## src/hw/rtl/rsst_pkg.sv

```systemverilog
`default_nettype none
// ---------------------------------------------------------------------------
// rsst_pkg
// Shared types and codes for the random sample set table.
// ---------------------------------------------------------------------------
package rsst_pkg;

  localparam int KEY_W   = 32;
  localparam int RAND_W  = 32;
  localparam int COUNT_W = 7;

  localparam logic [1:0] CMD_INSERT = 2'd0;
  localparam logic [1:0] CMD_DELETE = 2'd1;
  localparam logic [1:0] CMD_SAMPLE = 2'd2;

  localparam logic [2:0] ST_OK      = 3'd0;
  localparam logic [2:0] ST_PRESENT = 3'd1;
  localparam logic [2:0] ST_ABSENT  = 3'd2;
  localparam logic [2:0] ST_FULL    = 3'd3;
  localparam logic [2:0] ST_EMPTY   = 3'd4;

  typedef struct packed {
    logic [1:0]        command;
    logic [KEY_W-1:0]  key;
    logic [RAND_W-1:0] random_value;
  } req_t;

  typedef struct packed {
    logic [2:0]         status;
    logic [KEY_W-1:0]   sampled_key;
    logic [COUNT_W-1:0] entry_count;
  } rsp_t;

endpackage
`default_nettype wire

```

## src/hw/rtl/rsst_key_store.sv

```systemverilog
`default_nettype none
// ---------------------------------------------------------------------------
// rsst_key_store
// Slot memory: one write port, one read port with registered read data.
// ---------------------------------------------------------------------------
module rsst_key_store #(
  parameter int DEPTH = 64,
  parameter int WIDTH = 32
) (
  input  wire logic                     clk,
  input  wire logic                     wr_en,
  input  wire logic [$clog2(DEPTH)-1:0] wr_addr,
  input  wire logic [WIDTH-1:0]         wr_data,
  input  wire logic [$clog2(DEPTH)-1:0] rd_addr,
  output logic      [WIDTH-1:0]         rd_data
);

  logic [WIDTH-1:0] mem [DEPTH];

  always_ff @(posedge clk) begin
    if (wr_en) begin
      mem[wr_addr] <= wr_data;
    end
    rd_data <= mem[rd_addr];
  end

endmodule
`default_nettype wire

```

## src/hw/rtl/rsst_mod_unit.sv

```systemverilog
`default_nettype none
// ---------------------------------------------------------------------------
// rsst_mod_unit
// Restoring remainder unit: one dividend bit per cycle.
// ---------------------------------------------------------------------------
module rsst_mod_unit #(
  parameter int CW = 7
) (
  input  wire logic                         clk,
  input  wire logic                         rst,
  input  wire logic                         start,
  input  wire logic [rsst_pkg::RAND_W-1:0]  dividend,
  input  wire logic [CW-1:0]                divisor,
  output logic                              done,
  output logic      [CW-1:0]                remainder
);

  localparam int SW = $clog2(rsst_pkg::RAND_W);
  localparam logic [SW-1:0] LAST_STEP = SW'(rsst_pkg::RAND_W - 1);

  logic [rsst_pkg::RAND_W-1:0] dvd;
  logic [CW-1:0]               dvs;
  logic [SW-1:0]               step;
  logic                        busy;
  logic [CW:0]                 trial;
  logic [CW:0]                 diff;

  assign trial = {remainder, dvd[rsst_pkg::RAND_W-1]};
  assign diff  = trial - {1'b0, dvs};

  always_ff @(posedge clk) begin
    if (rst) begin
      busy <= 1'b0;
      done <= 1'b0;
    end else begin
      done <= busy && (step == LAST_STEP);
      if (start) begin
        busy <= 1'b1;
      end else if (busy && step == LAST_STEP) begin
        busy <= 1'b0;
      end
    end
  end

  always_ff @(posedge clk) begin
    if (start) begin
      dvd       <= dividend;
      dvs       <= divisor;
      remainder <= '0;
      step      <= '0;
    end else if (busy) begin
      dvd       <= dvd << 1;
      remainder <= (trial >= {1'b0, dvs}) ? diff[CW-1:0] : trial[CW-1:0];
      step      <= step + SW'(1);
    end
  end

endmodule
`default_nettype wire

```

## src/hw/rtl/random_sample_set_table.sv

```systemverilog
`default_nettype none
// ---------------------------------------------------------------------------
// random_sample_set_table
// Set of distinct keys packed in slots 0..count-1 with insert, delete and
// sample by an external random value taken modulo count.
// ---------------------------------------------------------------------------
// One command is taken at a time; req_ready is low until its response is
// loaded. Insert and delete walk the slot memory one slot per cycle through
// its single read port; a delete that moves the last key into the freed slot
// then reads it through S_RD and S_RDW. Sample runs the 32-step remainder
// unit and reads one slot. Empty sample and unused codes go straight to
// S_FIN. Slot contents need no clearing after reset, so a command can be
// taken as soon as reset is released. The response sits in an output
// register, so a waiting response does not hold back the next command.
module random_sample_set_table #(
  parameter int CAPACITY = 64,
  parameter int KEY_BITS = 32
) (
  input  wire logic           clk,
  input  wire logic           rst,
  input  wire logic           req_valid,
  output logic                req_ready,
  input  wire rsst_pkg::req_t req,
  output logic                rsp_valid,
  input  wire logic           rsp_ready,
  output rsst_pkg::rsp_t      rsp
);

  localparam int CW = $clog2(CAPACITY + 1);
  localparam int AW = $clog2(CAPACITY);
  localparam int KB = (KEY_BITS < rsst_pkg::KEY_W) ? KEY_BITS : rsst_pkg::KEY_W;
  localparam logic [CW-1:0] FULL_COUNT = CW'(CAPACITY);

  localparam logic [2:0] S_IDLE = 3'd0;
  localparam logic [2:0] S_SCAN = 3'd1;
  localparam logic [2:0] S_DIV  = 3'd2;
  localparam logic [2:0] S_RD   = 3'd3;
  localparam logic [2:0] S_RDW  = 3'd4;
  localparam logic [2:0] S_FIN  = 3'd5;

  logic [2:0]                  state;
  logic [1:0]                  cmd;
  logic [KB-1:0]               key_m;
  logic [CW-1:0]               count;
  logic [CW-1:0]               idx;
  logic                        cmp_valid;
  logic [CW-1:0]               cmp_idx;
  logic [AW-1:0]               pos;
  logic [AW-1:0]               tgt;
  logic [2:0]                  status;
  logic [rsst_pkg::KEY_W-1:0]  sampled;

  logic                        accept;
  logic                        scan_hit;
  logic                        scan_miss;
  logic                        wr_en;
  logic [AW-1:0]               wr_addr;
  logic [KB-1:0]               wr_data;
  logic [AW-1:0]               rd_addr;
  logic [KB-1:0]               rd_data;
  logic                        mod_start;
  logic                        mod_done;
  logic [CW-1:0]               mod_rem;

  assign req_ready = (state == S_IDLE);
  assign accept    = req_valid && req_ready;
  assign scan_hit  = cmp_valid && (rd_data == key_m);
  assign scan_miss = !cmp_valid && (idx == count);
  assign mod_start = accept && req.command == rsst_pkg::CMD_SAMPLE && count != '0;
  assign rd_addr   = (state == S_RD) ? tgt : idx[AW-1:0];

  always_comb begin
    wr_en   = 1'b0;
    wr_addr = pos;
    wr_data = rd_data;
    if (state == S_SCAN && scan_miss && cmd == rsst_pkg::CMD_INSERT &&
        count != FULL_COUNT) begin
      wr_en   = 1'b1;
      wr_addr = count[AW-1:0];
      wr_data = key_m;
    end else if (state == S_RDW && cmd == rsst_pkg::CMD_DELETE) begin
      wr_en = 1'b1;
    end
  end

  rsst_key_store #(
    .DEPTH (CAPACITY),
    .WIDTH (KB)
  ) u_store (
    .clk     (clk),
    .wr_en   (wr_en),
    .wr_addr (wr_addr),
    .wr_data (wr_data),
    .rd_addr (rd_addr),
    .rd_data (rd_data)
  );

  rsst_mod_unit #(
    .CW (CW)
  ) u_mod (
    .clk       (clk),
    .rst       (rst),
    .start     (mod_start),
    .dividend  (req.random_value),
    .divisor   (count),
    .done      (mod_done),
    .remainder (mod_rem)
  );

  always_ff @(posedge clk) begin
    if (rst) begin
      state     <= S_IDLE;
      count     <= '0;
      cmp_valid <= 1'b0;
      rsp_valid <= 1'b0;
    end else begin
      if (state == S_FIN && (!rsp_valid || rsp_ready)) begin
        rsp_valid <= 1'b1;
      end else if (rsp_ready) begin
        rsp_valid <= 1'b0;
      end
      unique case (state)
        S_IDLE: begin
          if (accept) begin
            cmd       <= req.command;
            key_m     <= req.key[KB-1:0];
            idx       <= '0;
            cmp_valid <= 1'b0;
            status    <= (req.command == rsst_pkg::CMD_SAMPLE && count == '0) ?
                         rsst_pkg::ST_EMPTY : rsst_pkg::ST_OK;
            sampled   <= '0;
            priority if (req.command == rsst_pkg::CMD_INSERT ||
                         req.command == rsst_pkg::CMD_DELETE) begin
              state <= S_SCAN;
            end else if (req.command == rsst_pkg::CMD_SAMPLE) begin
              if (count == '0) begin
                state <= S_FIN;
              end else begin
                state <= S_DIV;
              end
            end else begin
              state <= S_FIN;
            end
          end
        end
        S_SCAN: begin
          priority if (scan_hit) begin
            pos <= cmp_idx[AW-1:0];
            if (cmd == rsst_pkg::CMD_INSERT) begin
              status <= rsst_pkg::ST_PRESENT;
              state  <= S_FIN;
            end else if (cmp_idx == count - CW'(1)) begin
              count <= count - CW'(1);
              state <= S_FIN;
            end else begin
              tgt   <= AW'(count - CW'(1));
              state <= S_RD;
            end
          end else if (idx != count) begin
            cmp_valid <= 1'b1;
            cmp_idx   <= idx;
            idx       <= idx + CW'(1);
          end else if (cmp_valid) begin
            cmp_valid <= 1'b0;
          end else begin
            if (cmd == rsst_pkg::CMD_INSERT) begin
              if (count == FULL_COUNT) begin
                status <= rsst_pkg::ST_FULL;
              end else begin
                count <= count + CW'(1);
              end
            end else begin
              status <= rsst_pkg::ST_ABSENT;
            end
            state <= S_FIN;
          end
        end
        S_DIV: begin
          if (mod_done) begin
            tgt   <= mod_rem[AW-1:0];
            state <= S_RD;
          end
        end
        S_RD: begin
          state <= S_RDW;
        end
        S_RDW: begin
          if (cmd == rsst_pkg::CMD_SAMPLE) begin
            sampled <= rsst_pkg::KEY_W'(rd_data);
          end else begin
            count <= count - CW'(1);
          end
          state <= S_FIN;
        end
        S_FIN: begin
          if (!rsp_valid || rsp_ready) begin
            state <= S_IDLE;
          end
        end
        default: begin
          state <= S_IDLE;
        end
      endcase
    end
  end

  always_ff @(posedge clk) begin
    if (state == S_FIN && (!rsp_valid || rsp_ready)) begin
      rsp.status      <= status;
      rsp.sampled_key <= sampled;
      rsp.entry_count <= rsst_pkg::COUNT_W'(count);
    end
  end

endmodule
`default_nettype wire

```

## config.mk

```make
export PLATFORM = sky130hd
export DESIGN_NAME = random_sample_set_table
export DESIGN_NICKNAME = d
export VERILOG_FILES = /design/src/hw/rtl/rsst_pkg.sv /design/src/hw/rtl/rsst_key_store.sv /design/src/hw/rtl/rsst_mod_unit.sv /design/src/hw/rtl/random_sample_set_table.sv
export SDC_FILE = /design/constraint.sdc
export NUM_CORES = 2
export LEC_CHECK = 0
export BUFFER_PORTS_ARGS = -buffer_cell sky130_fd_sc_hd__buf_2
export CAP_MARGIN = 5
export CORE_MARGIN = 3
export CORE_UTILIZATION = 40
export CTS_BUF_LIST = sky130_fd_sc_hd__clkbuf_8
export DETAILED_ROUTE_END_ITERATION = 6
export PLACE_DENSITY = 0.66
export SLEW_MARGIN = 20
export SYNTH_ARGS = -nofsm -noshare
export SYNTH_HDL_FRONTEND = slang
export SYNTH_SLANG_ARGS = --single-unit
```

## constraint.sdc

```tcl
create_clock -name clk -period 9.1 [get_ports clk]
set_input_delay 1.365 -clock clk [delete_from_list [all_inputs] [get_ports clk]]
set_output_delay 1.365 -clock clk [all_outputs]
set_load 0.01 [all_outputs]
```

==> results_dict.tcl <==
set metrics [dict create \
    status "finished clean" \
    drcViolationCount 0 \
    internal-power_mw 18.8 \
    ir_drop_mv 0.248 \
    synth.net_count 5343 \
    dpl.hpwl_um 146000 \
    finalClockSkew_ps 66.0 \
    row_count 172 \
    finalCritPeriodShare 0.644 \
    worst_skew_pair.late_latency_ps 1070 \
    clk_pin_slew_ps 60 \
    initial_core_util 0.404 \
    cts_tree "built" \
    clk_path_buf_depth 4 \
    critPathLaunchType "flop" \
    p_per_area_nw_per_um2 272 \
    end_kind "flop" \
    final_nets 5701 \
    port_buffers 113 \
    synth_edf_count 2224 \
    critPathRequiredTime_ps 10030 \
    synth_ff_type "edfxtp_1" \
    drt-pass1-iter-count 6 \
    fmax_mhz 171 \
    rr_worst_depth 9 \
    switchingPower_mw 8.59 \
    drtIter0Drc 7200 \
    core_region_area_um2 221000 \
    drt-wirelength-per-cell_um 28.3 \
    grt_max_degree 148 \
    whs_ps 414 \
    routed_wirelength_um 251000 \
    die_h_um 478 \
    min-delay-start "sampled[18]" \
    clkPwrFrac 0.290 \
    overflow 0 \
    hold_viol_final 0 \
    seqPwrFrac 0.497 \
    vias 51800 \
    cts.repair.resized 0 \
    min_to "rsp[25]" \
    final_common_cell "edfxtp_1" \
    dieWidth_um 478 \
    slew_violations 0 \
    fin_setup_tns_ps 0 \
    grt_antenna_before_repair 15 \
    switching_share 0.313 \
    area_growth_pct 12.8 \
    min_path_type "flop to flop" \
    synthArstFlopShare 0 \
    antenna_left 0 \
    clock_sinks 2282 \
    grtUsageTotal 0.214 \
    ys_seq_elements 2282 \
    grt_pass1_vias 50200 \
    p_comb_frac 0.213 \
    syn_area_per_cell_um2 17.0 \
    dieArea_um2 229000 \
    cts_hold_buffers 0 \
    via_per_inst 5.85 \
    post-cts-setup-buffer-count 0 \
    synth-seq-area-share 0.761 \
    crit-reg2reg-launch "state[2]" \
    htreeDepth 5 \
    cap_violations 0 \
    layout-drive-gt1-share 0.201 \
    r2r_end "u_store.rd_data[31]" \
    worst-path-max-fanout 42 \
    slew_headroom 0.236 \
    holdPathStages 0 \
    syn-cell-area_um2 89300 \
    ys_types 70 \
    crit_arrival_ps 6790 \
    crit_type "flop to flop" \
    yosysWarningCount 0 \
    place.gp.congestion 0.918 \
    rsz0062_at_grt "no" \
    final_cell_mix "edfxtp_1, nand2_1, clkbuf_8" \
    worstMarginPinSlew_ps 1140 \
    fin_crit_ps 5860 \
    clk_root_buffer_cell "clkbuf_8" \
    r2r_slack_ps 3240 \
    pin_count 114 \
    cts-buffers-inserted 363 \
    setup_violations 0 \
    syn_inst 5259 \
    grt_pass1_wl_um 358000 \
    leakage_nw 33.2 \
]
==> cells in the mapped netlist (33+ instances only) <==
cell	count	area share
o21ai_0	44	0.0025
mux4_2	285	0.072
a311oi_1	33	0.0032
inv_1	52	0.0022
a21oi_1	57	0.0032
a22oi_1	104	0.0087
nand4_1	59	0.0041
a211oi_1	42	0.0035
nand2_1	849	0.036
clkbuf_1	140	0.0059
mux2i_1	134	0.015
mux2_2	37	0.0047
buf_2	112	0.0063
nor2_1	73	0.0031
nand3_1	375	0.021
edfxtp_1	2224	0.75
a31oi_1	42	0.0029
nor4_1	54	0.0038
dfxtp_1	58	0.013
and2_1	37	0.0026
nor3_1	43	0.0024
==> worst max-delay path, stage by stage, from the launching register on <==
cell	delay (ps)
dfxtp_1	750
nand3b_2	820
buf_4	580
a21o_4	590
buf_4	580
buf_4	620
mux4_2	490
a22oi_1	220
nand4_1	480
or2_2	500
==> logic make-up after synthesis <==
logic type      count (synthesis)  synth area share
xor+xnor                       60           0.00635
simple gates                 1609            0.0825
mux                           456            0.0916
buf+inv                       370            0.0187
fa+ha+maj                      14           0.00205
compound gates                468            0.0379
flops                        2282             0.761
==> layout make-up <==
type | instances | area [µm²]
clock buffers | 385 | 5300
diodes | 11 | 27.5
multi-input cells | 2607 | 20300
repair buffers | 311 | 2150
clock inverters | 246 | 1140
well taps | 2958 | 3700
fillers | 18800 | 120000
flip-flops and latches | 2282 | 67900
inverters | 52 | 195
==> power groups by stage <==
stage / registers, mW / logic, mW / clock network, mW
after floorplan: 13.6 / 3.45 / 0
after global placement: 13.8 / 5.57 / 0
after detailed placement: 13.8 / 5.71 / 0
after CTS: 13.6 / 5.73 / 8.05
after global routing: 13.7 / 6.18 / 8.52
final: 13.6 / 5.84 / 7.94
==> metal layers <==
layer / up-vias / wire length (µm) / global-route usage
met2: 3392 / 110000 / 0.311
met3: 513 / 36000 / 0.0846
li1: 21500 / - / -
met1: 26400 / 97700 / 0.296
met5: - / 13 / 0
met4: 2 / 7460 / 0.0682
==> worst max-delay path by stage <==
stage / slack [ps] / endpoint / startpoint
finish: 3240 / u_store.rd_data[31] / state[2]
global route: 3030 / u_store.rd_data[31] / state[1]
CTS: 3340 / u_store.rd_data[31] / state[1]
detailed placement: 3340 / u_store.rd_data[31] / state[1]
global placement: 3460 / u_store.rd_data[31] / state[2]
floorplan: 3080 / u_store.mem[28][0] / count[0]
==> stage by stage <==
stage               utilization  std cells  cell area (µm²)  power (mW)  worst slack (ps)
floorplan                     -       5259            89300        17.0              3080
CTS                       0.456       8838           101000        27.4              3340
detailed placement        0.427       8207            94200        19.5              3340
global placement          0.427       8207            94200        19.4              3460
finish                    0.456       8852           101000        27.4              3240
global route              0.456       8843           101000        28.3              3030
==> state kept, by name, summed over array words and instances (netlist names), 2 cells and up <==
| name | flops |
|---|---|
| cmd | 2 |
| key_m | 32 |
| u_mod.step | 5 |
| status | 3 |
| u_mod.dvd | 32 |
| count | 7 |
| u_store.mem | 2048 |
| idx | 7 |
| u_mod.remainder | 7 |
| state | 3 |
| u_store.rd_data | 32 |
| u_mod.dvs | 7 |
| cmp_idx | 7 |
| sampled | 32 |
| pos | 6 |
| tgt | 6 |
| rsp | 42 |
Power figures use the tool's default switching activity.
